File: src/adaptive_running_average_unit_defines.svh
// Assertion macros shared by the running-average RTL.
`ifndef ADAPTIVE_RUNNING_AVERAGE_UNIT_DEFINES_SVH
`define ADAPTIVE_RUNNING_AVERAGE_UNIT_DEFINES_SVH

// same-cycle implication, sampled on clk_i, off during reset
`define ARAU_ASSERT(label, ante, cons, msg) \
  label: assert property (@(posedge clk_i) disable iff (!rst_ni) (ante) |-> (cons)) \
    else $error(msg);

// next-cycle implication
`define ARAU_ASSERT_NEXT(label, ante, cons, msg) \
  label: assert property (@(posedge clk_i) disable iff (!rst_ni) (ante) |=> (cons)) \
    else $error(msg);

`endif

File: src/arau_pkg.sv
// Shared types and constants of the adaptive running-average unit.
package arau_pkg;

  localparam int unsigned FracBitsDef       = 8;
  localparam int unsigned WeightFracBitsDef = 16;

  localparam int unsigned SampleW = 24;
  localparam int unsigned AvgW    = 32;
  localparam int unsigned WeightW = 32;
  localparam int unsigned WholeW  = 16;
  localparam int unsigned RateW   = 16;
  localparam int unsigned TimeW   = 24;
  localparam int unsigned ThrW    = 24;
  localparam int unsigned CfgIdxW = 3;
  localparam int unsigned CfgW    = 32;
  localparam int unsigned MulBW   = 32;
  localparam int unsigned QuotW   = 32;
  localparam int unsigned OutDataW = 80;

  localparam logic [RateW-1:0] RateRst = RateW'(1);
  localparam logic [ThrW-1:0]  FastRst = ThrW'(1000);
  localparam logic [ThrW-1:0]  SlowRst = ThrW'(10);
  localparam int unsigned      LongRstInt  = 30;
  localparam int unsigned      ShortRstInt = 2;

  typedef enum logic [CfgIdxW-1:0] {
    CFG_SAMPLE_RATE = 3'd0,
    CFG_LONG_TIME   = 3'd1,
    CFG_SHORT_TIME  = 3'd2,
    CFG_FAST_THR    = 3'd3,
    CFG_SLOW_THR    = 3'd4,
    CFG_INIT_AVG    = 3'd5
  } cfg_idx_e;

  typedef enum logic [3:0] {
    S_IDLE, S_SR, S_LR, S_TOP, S_WSEL, S_IM, S_ID, S_WX,
    S_P4, S_P5, S_P6, S_DV, S_OUT
  } state_e;

  typedef struct packed {
    logic busy;
    logic done;
  } unit_sts_t;

endpackage

File: src/arau_mul.sv
// Bit-serial shift-add multiplier, one multiplier bit per cycle.
module arau_mul import arau_pkg::*; #(
  parameter int unsigned A_W = 56,
  parameter int unsigned B_W = MulBW
) (
  input  logic               clk_i,
  input  logic               rst_ni,
  input  logic               start_i,
  input  logic [A_W-1:0]     a_i,
  input  logic [B_W-1:0]     b_i,
  output unit_sts_t          sts_o,
  output logic [A_W+B_W-1:0] prod_o
);

  localparam int unsigned CntW = (B_W > 1) ? $clog2(B_W) : 1;

  logic [A_W-1:0]     mcand_q;
  logic [A_W+B_W-1:0] acc_q, acc_d;
  logic [A_W:0]       sum;
  logic [CntW-1:0]    cnt_q;
  logic               busy_q, done_q;

  always_comb begin
    sum   = {1'b0, acc_q[A_W+B_W-1:B_W]} + (acc_q[0] ? {1'b0, mcand_q} : '0);
    acc_d = {sum, acc_q[B_W-1:1]};
  end

  always_ff @(posedge clk_i or negedge rst_ni) begin
    if (!rst_ni) begin
      busy_q <= 1'b0;
      done_q <= 1'b0;
      cnt_q  <= '0;
    end else begin
      done_q <= 1'b0;
      if (start_i) begin
        busy_q <= 1'b1;
        cnt_q  <= CntW'(B_W - 1);
      end else if (busy_q) begin
        cnt_q <= cnt_q - 1'b1;
        if (cnt_q == '0) begin
          busy_q <= 1'b0;
          done_q <= 1'b1;
        end
      end
    end
  end

  always_ff @(posedge clk_i) begin
    if (start_i) begin
      mcand_q <= a_i;
      acc_q   <= {{A_W{1'b0}}, b_i};
    end else if (busy_q) begin
      acc_q <= acc_d;
    end
  end

  assign prod_o = acc_q;
  assign sts_o  = '{busy: busy_q, done: done_q};

endmodule

File: src/arau_div.sv
// Bit-serial restoring divider with 32-bit saturated quotient.
module arau_div import arau_pkg::*; #(
  parameter int unsigned N_W = 89,
  parameter int unsigned D_W = 48
) (
  input  logic             clk_i,
  input  logic             rst_ni,
  input  logic             start_i,
  input  logic [N_W-1:0]   num_i,
  input  logic [D_W-1:0]   den_i,
  output unit_sts_t        sts_o,
  output logic [QuotW-1:0] quot_o
);

  localparam int unsigned CntW = $clog2(N_W);

  logic [N_W-1:0]   num_q;
  logic [D_W-1:0]   den_q, rem_q, rem_d;
  logic [D_W:0]     r2, diff;
  logic             ge;
  logic [QuotW-1:0] q_q;
  logic             ovf_q;
  logic [CntW-1:0]  cnt_q;
  logic             busy_q, done_q;

  always_comb begin
    r2    = {rem_q, num_q[N_W-1]};
    ge    = r2 >= {1'b0, den_q};
    diff  = r2 - {1'b0, den_q};
    rem_d = ge ? diff[D_W-1:0] : r2[D_W-1:0];
  end

  always_ff @(posedge clk_i or negedge rst_ni) begin
    if (!rst_ni) begin
      busy_q <= 1'b0;
      done_q <= 1'b0;
      cnt_q  <= '0;
    end else begin
      done_q <= 1'b0;
      if (start_i) begin
        busy_q <= 1'b1;
        cnt_q  <= CntW'(N_W - 1);
      end else if (busy_q) begin
        cnt_q <= cnt_q - 1'b1;
        if (cnt_q == '0) begin
          busy_q <= 1'b0;
          done_q <= 1'b1;
        end
      end
    end
  end

  always_ff @(posedge clk_i) begin
    if (start_i) begin
      num_q <= num_i;
      den_q <= den_i;
      rem_q <= '0;
      q_q   <= '0;
      ovf_q <= 1'b0;
    end else if (busy_q) begin
      num_q <= {num_q[N_W-2:0], 1'b0};
      rem_q <= rem_d;
      ovf_q <= ovf_q | q_q[QuotW-1];
      q_q   <= {q_q[QuotW-2:0], ge};
    end
  end

  assign quot_o = ovf_q ? '1 : q_q;
  assign sts_o  = '{busy: busy_q, done: done_q};

endmodule

File: src/adaptive_running_average_unit.sv
// Top level: adaptive running average with bit-serial multiply and divide.
//
// channel   dir  handshake                     payload
// s_axis    in   s_axis_tvalid_i/tready_o      tdata: sample
// m_axis    out  m_axis_tvalid_o/tready_i      tdata: average, weight, whole_sample; tuser: fault
// cfg       in   cfg_valid_i/cfg_ready_o       cfg_index_i, cfg_data_i
//
// One item runs through up to six multiplies of 32 multiplier bits and three
// divides of 89 numerator bits on one shared multiplier and one divider.
// Reset loads the register defaults; there is no clearing pass.
// A stalled output holds in its register; the next item is taken meanwhile.
module adaptive_running_average_unit import arau_pkg::*; #(
  parameter int unsigned FRAC_BITS        = FracBitsDef,
  parameter int unsigned WEIGHT_FRAC_BITS = WeightFracBitsDef
) (
  input  logic                clk_i,
  input  logic                rst_ni,
  input  logic                s_axis_tvalid_i,
  output logic                s_axis_tready_o,
  input  logic [SampleW-1:0]  s_axis_tdata_i,   // [23:0] sample
  output logic                m_axis_tvalid_o,
  input  logic                m_axis_tready_i,
  output logic [OutDataW-1:0] m_axis_tdata_o,   // [31:0] average, [63:32] weight,
                                                // [79:64] whole_sample
  output logic                m_axis_tuser_o,   // [0] fault
  input  logic                cfg_valid_i,
  output logic                cfg_ready_o,
  input  logic [CfgIdxW-1:0]  cfg_index_i,
  input  logic [CfgW-1:0]     cfg_data_i
);

  `include "adaptive_running_average_unit_defines.svh"

  localparam int unsigned NqW   = AvgW + WEIGHT_FRAC_BITS;
  localparam int unsigned McW   = (NqW > WeightW + SampleW) ? NqW : WeightW + SampleW;
  localparam int unsigned PW    = McW + MulBW;
  localparam int unsigned DnW   = PW + 1;
  localparam int unsigned LimW  = ThrW + FRAC_BITS;
  localparam int unsigned CmpW  = (LimW > AvgW) ? LimW : AvgW;

  localparam logic [WeightW-1:0] One = WeightW'(1) << WEIGHT_FRAC_BITS;

  state_e state_q, state_d;

  logic [RateW-1:0]   rate_q;
  logic [TimeW-1:0]   long_q, short_q;
  logic [ThrW-1:0]    fast_q, slow_q;
  logic [AvgW-1:0]    avg_q, n_q, top_q;
  logic [WeightW-1:0] w_q;
  logic               cond_q, ge_q;
  logic [PW-1:0]      a_q;
  logic [SampleW-1:0] sample_q;
  logic               m_valid_q;
  logic [OutDataW-1:0] m_data_q;
  logic               m_fault_q;

  logic               s_acc, out_free;
  logic               mul_start, div_start;
  logic [McW-1:0]     mul_a;
  logic [MulBW-1:0]   mul_b;
  logic [PW-1:0]      prod;
  logic [DnW-1:0]     div_num;
  logic [NqW-1:0]     div_den;
  logic [QuotW-1:0]   quot;
  unit_sts_t          mul_sts, div_sts;

  logic [PW-1:0]      prod_sh;
  logic [AvgW-1:0]    n_sat, nm1, top_alt;
  logic [CmpW-1:0]    avg_c, slow_lim, fast_lim;
  logic               low_w, high_w;
  logic [WeightW-1:0] top_dif, w_interp;
  logic [NqW-1:0]     nq, nq_dif;
  logic [DnW-1:0]     a_ext, b_ext;
  logic               neg;

  assign s_acc    = s_axis_tvalid_i && s_axis_tready_o;
  assign out_free = !m_valid_q || m_axis_tready_i;

  // datapath helpers
  always_comb begin
    prod_sh  = prod >> FRAC_BITS;
    n_sat    = (|prod_sh[PW-1:AvgW]) ? '1 : prod_sh[AvgW-1:0];
    nm1      = n_sat - 1'b1;
    top_alt  = ((nm1 >> (AvgW - WEIGHT_FRAC_BITS)) != '0) ? '1 : (nm1 << WEIGHT_FRAC_BITS);
    avg_c    = CmpW'(avg_q);
    slow_lim = CmpW'(slow_q) << FRAC_BITS;
    fast_lim = CmpW'(fast_q) << FRAC_BITS;
    low_w    = avg_c <= slow_lim;
    high_w   = avg_c > fast_lim;
    top_dif  = (top_q >= One) ? (top_q - One) : (One - top_q);
    w_interp = (top_q >= One) ? (One + quot) : (One - quot);
    nq       = {n_q, {WEIGHT_FRAC_BITS{1'b0}}};
    nq_dif   = (nq >= NqW'(w_q)) ? (nq - NqW'(w_q)) : (NqW'(w_q) - nq);
    a_ext    = DnW'(a_q);
    b_ext    = DnW'(prod);
    neg      = !ge_q && (a_ext < b_ext);
  end

  // next state
  always_comb begin
    state_d = state_q;
    case (state_q)
      S_IDLE: if (s_acc) state_d = S_SR;
      S_SR:   if (mul_sts.done) state_d = S_LR;
      S_LR: begin
        if (mul_sts.done) begin
          if (n_sat == '0) state_d = S_OUT;
          else if (cond_q) state_d = S_TOP;
          else state_d = S_WSEL;
        end
      end
      S_TOP:  if (div_sts.done) state_d = S_WSEL;
      S_WSEL: state_d = (low_w || high_w) ? S_WX : S_IM;
      S_IM:   if (mul_sts.done) state_d = S_ID;
      S_ID:   if (div_sts.done) state_d = S_WX;
      S_WX:   state_d = S_P4;
      S_P4:   if (mul_sts.done) state_d = S_P5;
      S_P5:   if (mul_sts.done) state_d = S_P6;
      S_P6:   if (mul_sts.done) state_d = neg ? S_OUT : S_DV;
      S_DV:   if (div_sts.done) state_d = S_OUT;
      S_OUT:  if (out_free) state_d = S_IDLE;
      default: state_d = S_IDLE;
    endcase
  end

  // unit launches and operands, chosen by the state being entered
  always_comb begin
    mul_start = 1'b0;
    div_start = 1'b0;
    mul_a     = '0;
    mul_b     = '0;
    div_num   = '0;
    div_den   = '0;
    case (state_d)
      S_SR: begin
        mul_start = state_q != S_SR;
        mul_a     = McW'(short_q);
        mul_b     = MulBW'(rate_q);
      end
      S_LR: begin
        mul_start = state_q != S_LR;
        mul_a     = McW'(long_q);
        mul_b     = MulBW'(rate_q);
      end
      S_TOP: begin
        div_start = state_q != S_TOP;
        div_num   = DnW'(long_q) << WEIGHT_FRAC_BITS;
        div_den   = NqW'(short_q);
      end
      S_IM: begin
        mul_start = state_q != S_IM;
        mul_a     = McW'(top_dif);
        mul_b     = MulBW'(avg_q);
      end
      S_ID: begin
        div_start = state_q != S_ID;
        div_num   = DnW'(prod);
        div_den   = NqW'(fast_lim);
      end
      S_P4: begin
        mul_start = state_q != S_P4;
        mul_a     = McW'(w_q);
        mul_b     = MulBW'(sample_q);
      end
      S_P5: begin
        mul_start = state_q != S_P5;
        mul_a     = prod[McW-1:0];
        mul_b     = MulBW'(rate_q);
      end
      S_P6: begin
        mul_start = state_q != S_P6;
        mul_a     = McW'(nq_dif);
        mul_b     = MulBW'(avg_q);
      end
      S_DV: begin
        div_start = state_q != S_DV;
        div_num   = ge_q ? (a_ext + b_ext) : (a_ext - b_ext);
        div_den   = nq;
      end
      default: ;
    endcase
  end

  arau_mul #(.A_W(McW), .B_W(MulBW)) u_mul (
    .clk_i   (clk_i),
    .rst_ni  (rst_ni),
    .start_i (mul_start),
    .a_i     (mul_a),
    .b_i     (mul_b),
    .sts_o   (mul_sts),
    .prod_o  (prod)
  );

  arau_div #(.N_W(DnW), .D_W(NqW)) u_div (
    .clk_i   (clk_i),
    .rst_ni  (rst_ni),
    .start_i (div_start),
    .num_i   (div_num),
    .den_i   (div_den),
    .sts_o   (div_sts),
    .quot_o  (quot)
  );

  // control, configuration and running state
  always_ff @(posedge clk_i or negedge rst_ni) begin
    if (!rst_ni) begin
      state_q   <= S_IDLE;
      rate_q    <= RateRst;
      long_q    <= TimeW'(LongRstInt) << FRAC_BITS;
      short_q   <= TimeW'(ShortRstInt) << FRAC_BITS;
      fast_q    <= FastRst;
      slow_q    <= SlowRst;
      avg_q     <= AvgW'(1) << FRAC_BITS;
      m_valid_q <= 1'b0;
    end else begin
      state_q <= state_d;
      if (cfg_valid_i && cfg_ready_o) begin
        case (cfg_idx_e'(cfg_index_i))
          CFG_SAMPLE_RATE: rate_q  <= cfg_data_i[RateW-1:0];
          CFG_LONG_TIME:   long_q  <= cfg_data_i[TimeW-1:0];
          CFG_SHORT_TIME:  short_q <= cfg_data_i[TimeW-1:0];
          CFG_FAST_THR:    fast_q  <= cfg_data_i[ThrW-1:0];
          CFG_SLOW_THR:    slow_q  <= cfg_data_i[ThrW-1:0];
          CFG_INIT_AVG:    avg_q   <= cfg_data_i[AvgW-1:0];
          default: ;
        endcase
      end
      if (state_q == S_P6 && mul_sts.done && neg) avg_q <= '0;
      if (state_q == S_DV && div_sts.done) avg_q <= quot;
      if (state_q == S_OUT && out_free) m_valid_q <= 1'b1;
      else if (m_axis_tready_i) m_valid_q <= 1'b0;
    end
  end

  // per-item working registers
  always_ff @(posedge clk_i) begin
    case (state_q)
      S_IDLE: if (s_acc) sample_q <= s_axis_tdata_i;
      S_SR:   if (mul_sts.done) cond_q <= prod > (PW'(1) << FRAC_BITS);
      S_LR: begin
        if (mul_sts.done) begin
          n_q <= n_sat;
          if (!cond_q) top_q <= top_alt;
        end
      end
      S_TOP:  if (div_sts.done) top_q <= quot;
      S_WSEL: begin
        if (low_w) w_q <= One;
        else if (high_w) w_q <= top_q;
      end
      S_ID:   if (div_sts.done) w_q <= w_interp;
      S_P5: begin
        if (mul_sts.done) begin
          a_q  <= prod;
          ge_q <= nq >= NqW'(w_q);
        end
      end
      S_OUT: begin
        if (out_free) begin
          m_fault_q <= n_q == '0;
          m_data_q  <= {WholeW'(sample_q >> FRAC_BITS),
                        (n_q == '0) ? '0 : w_q,
                        avg_q};
        end
      end
      default: ;
    endcase
  end

  assign s_axis_tready_o = state_q == S_IDLE;
  assign cfg_ready_o     = state_q == S_IDLE;
  assign m_axis_tvalid_o = m_valid_q;
  assign m_axis_tdata_o  = m_data_q;
  assign m_axis_tuser_o  = m_fault_q;

  `ARAU_ASSERT(a_fault_no_weight, m_axis_tvalid_o && m_axis_tuser_o, m_axis_tdata_o[63:32] == '0, "fault result carries a weight")
  `ARAU_ASSERT_NEXT(a_one_at_a_time, s_acc, !s_axis_tready_o, "second item taken while busy")
  `ARAU_ASSERT(a_mul_free, mul_start, !mul_sts.busy, "multiplier restarted while busy")
  `ARAU_ASSERT_NEXT(a_out_load, state_q == S_OUT && out_free, m_axis_tvalid_o, "result not presented")

endmodule

File: config.mk
export PLATFORM = sky130hd
export DESIGN_NAME = adaptive_running_average_unit
export DESIGN_NICKNAME = d
export VERILOG_FILES = /design/src/arau_pkg.sv /design/src/arau_mul.sv /design/src/arau_div.sv /design/src/adaptive_running_average_unit.sv
export VERILOG_INCLUDE_DIRS = /design/src /design/src/src
export SDC_FILE = /design/constraint.sdc
export NUM_CORES = 2
export LEC_CHECK = 0
export BUFFER_PORTS_ARGS = -buffer_cell sky130_fd_sc_hd__buf_2
export CORE_ASPECT_RATIO = 1.4
export CORE_MARGIN = 2
export CORE_UTILIZATION = 50
export DETAILED_ROUTE_END_ITERATION = 8
export PLACE_DENSITY_LB_ADDON = 0.12
export SLEW_MARGIN = 20
export SYNTH_ARGS = -nofsm -noshare
export SYNTH_HDL_FRONTEND = slang
export SYNTH_SLANG_ARGS = --single-unit
File: constraint.sdc
create_clock -name clk_i -period 21.7 [get_ports clk_i]
set_clock_uncertainty 0.15 [all_clocks]
set_input_delay 4.34 -clock clk_i [delete_from_list [all_inputs] [get_ports clk_i]]
set_output_delay 4.34 -clock clk_i [all_outputs]
set_load 0.02 [all_outputs]
==> flow_summary.yaml <==
run_status:
  outcome: "complete, no violations"
place:
  gp_congestion: 1.033
  dp_hpwl_um: 177500
  place.port_buffers: 147
  pre_cts_ws_ps: 11520
clock_network:
  clk-insertion-delay-late_ps: 750
  postCtsHoldBufs: 0
  cts_buffers: 88
  cts_root_buf: "clkbuf_16"
  cts_resized: 0
  tritoncts: "built"
  clock_sinks: 818
  htree_levels: 3
  clk_path_buf_depth: 3
  post-cts-setup-buffers: 0
  path_clk_slew_ps: 70
sta:
  finalHoldViolCount: 0
  min_period_over_period: 0.4432
  fmaxAchievable_mhz: 104.0
  tightest_slew_ps: 1297
  setup_viol: 0
  maxSlewHeadroom: 0.1319
  timing.final.crit_period_ps: 9617
  rsz0062_at_grt: "false"
  setup_ws_ps: 12080
  fin_setup_tns_ps: 0
  final-max-slew-violation-count: 0
routing:
  drc: 0
  drt_iter0_drc: 4902
  viasPerCell: 6.512
  drt_wl_total_um: 235200
  ant_nets: 0
  vias: 50200
  wl_per_cell_um: 30.51
  first_pass_iters: 9
synth:
  ys_ff_latch: 818
  ys_types: 98
  synthTopCellsByArea: "edfxtp_1 (28%), ha_1 (8.4%), dfrtp_1 (6.7%)"
  synth_cells: 6139
  synth_top_area_frac: 0.2774
  synth-edff-count: 516
  yosysTopAreaCell: "edfxtp_1"
  yosysWarnings: 0
  synth.net_count: 6581
  syn_avg_cell_area_um2: 9.098
  synthTopCellsByCount: "nor2_1 (665), a21oi_1 (585), edfxtp_1 (516)"
  async_flop_share: 0.2017
  synthFlopType: "edfxtp_1"
  netlist_area_um2: 55850
  ys_seq_area_frac: 0.4008
  yosysMostFrequentCell: "nor2_1"
global_route:
  antenna_found_initial: 19
  grt_pass1_vias: 48800
  grt-ovfl-total: 0
  grt_pass1_wl_um: 336700
  grt_max_degree: 185
  grt_util_all_layers: 0.4041
run:
  cap_violations: 0
die:
  ioPinCount: 148
  num_rows: 145
  initial_core_util: 0.5022
  core-area_um2: 111200
  die_area_um2: 114400
  chipHeight_um: 399.5
  die_w_um: 286.5
worst_hold_path:
  hold_path.class: "register to register"
critical_path:
  crit_path_cell_trace: "buf_2 -> mux2i_1 -> nor3_1 -> a21oi_1 -> nor2_1 -> a2111oi_4 -> nand2_1 -> a211oi_4 -> buf_4 -> buf_4 -> and2b_1 -> a31o_4 -> buf_4 -> inv_6 -> buf_4 -> o211ai_1 -> o21a_1"
  slowest_stage: "buf_4"
  worstPathArrival_ps: 9960
  worstPathRequired_ps: 22040
  critical-path-top-delay-family: "buffers and inverters"
  path_class: "input pin to register"
  max_stage_delay_ps: 780
  path_common_cell: "buf_4"
  crit_buf_inv: 6
  endpoint_kind: "register"
  startpoint_type: "input pin"
  cp_max_fo: 71
cells_and_area:
  syn2layout_area_growth_pct: 9.762
  drive_gt1_frac: 0.09962
  fin_nets: 6600
pwr:
  ir_drop_mv: 0.1055
  powerDensity_nw_per_um2: 152.1
  switchingPower_w: 0.004400
  clkPwrFrac: 0.178
  p_leak_nw: 25.10
  power_frac_comb: 0.521
  power.share.switching: 0.4719
  seqPwrFrac: 0.301
  p_int_w: 0.004923
[cell usage in the layout (no fill, tap or decap), types with 21 or more instances in the layout]
master / count
o21a_1: 36
nand3_1: 109
nor4_1: 95
and2_1: 98
mux2_2: 121
clkbuf_1: 21
clkbuf_16: 91
xnor2_1: 195
o31ai_1: 63
inv_1: 385
a22oi_1: 45
o22ai_1: 66
a21oi_1: 584
nor2_1: 655
nand4_1: 74
a31oi_1: 58
dfxtp_1: 137
buf_2: 146
nor3_1: 98
a221oi_1: 70
and3_1: 38
a222oi_1: 48
buf_4: 110
mux2i_1: 152
a21o_1: 119
ha_1: 373
edfxtp_1: 516
nand2b_1: 54
xor2_1: 97
dfrtp_1: 148
or3_1: 28
o21ai_0: 331
nand2_1: 409
o21bai_1: 65
nor2b_1: 72
a211oi_1: 49
a21boi_0: 21
o211ai_1: 36
[cell type report]
cell class | count | area, um^2
well taps | 1470 | 1839
repair buffers | 260 | 1619
flip-flops and latches | 818 | 22390
clock inverters | 41 | 608.1
inverters | 391 | 1473
clock buffers | 125 | 2516
multi-input cells | 4599 | 30850
diodes | 5 | 12.51
fillers | 10270 | 49910
[power by group through the flow]
stage / logic [W] / clock network (W) / registers [W]
finish: 0.00486 / 0.00166 / 0.00280
global route: 0.00527 / 0.00173 / 0.00281
CTS: 0.00475 / 0.00167 / 0.00276
detailed placement: 0.00472 / 0 / 0.00279
global placement: 0.00468 / 0 / 0.00279
floorplan: 0.00328 / 0 / 0.00251
[routing by layer]
layer,global-route usage,share of wire,wire [um]
met1,0.4330,0.35,82020
met2,0.6659,0.47,109600
met3,0.07640,0.068,15880
met4,0.3893,0.12,27620
met5,0,0.00041,97
[metrics by stage]
stage | utilization | hold WS, ps | cells | instance area, um^2 | total power (W)
after CTS | 0.5509 | 319.8 | 7704 | 61270 | 0.009180
final | 0.5513 | 313.2 | 7709 | 61310 | 0.009323
after detailed placement | 0.5228 | 304.9 | 7538 | 58140 | 0.007505
after global routing | 0.5512 | 326.1 | 7704 | 61300 | 0.009812
after floorplan | - | 276.6 | 6139 | 55850 | 0.005793
after global placement | 0.5227 | 294.1 | 7537 | 58130 | 0.007469
[worst paths after layout]
check | to | from | depth (start not counted) | slack, ps
max in group asynchronous | slow_q[17] | rst_ni | 3 | 16120
min reg2reg | m_axis_tdata_o[65] | sample_q[9] | 0 | 310
max reg2reg | u_div.num_q[24] | u_mul.prod_o[64] | 19 | 12380
max | u_div.num_q[24] | s_axis_tvalid_i | 17 | 12080
min in group asynchronous | u_mul.cnt_q[4] | rst_ni | 1 | 3350
min | m_axis_tdata_o[65] | sample_q[9] | 0 | 310
[logic make-up (layout without fill, tap and decap cells)]
family | count (synthesis) | count (layout) | synth area share
AOI/OAI and AO/OA | 1818 | 1818 | 0.2103
xor gates and xnor gates | 292 | 292 | 0.04579
adders and majority gates | 378 | 378 | 0.08535
buffers and inverters | 722 | 817 | 0.05000
DFF | 818 | 818 | 0.4008
muxes | 273 | 273 | 0.05163
other | 0 | 5 | 0
and+or+nand+nor | 1838 | 1838 | 0.1561
[sequential cells by signal (all words and copies together) (netlist names), 48 cells and up]
signal,flops
u_div.num_q,89
u_div.den_q,48
a_q,88
m_axis_tdata_o,80
u_mul.prod_o,88
u_mul.mcand_q,56
u_div.rem_q,48
No activity file was read; power rests on OpenSTA's default activity.
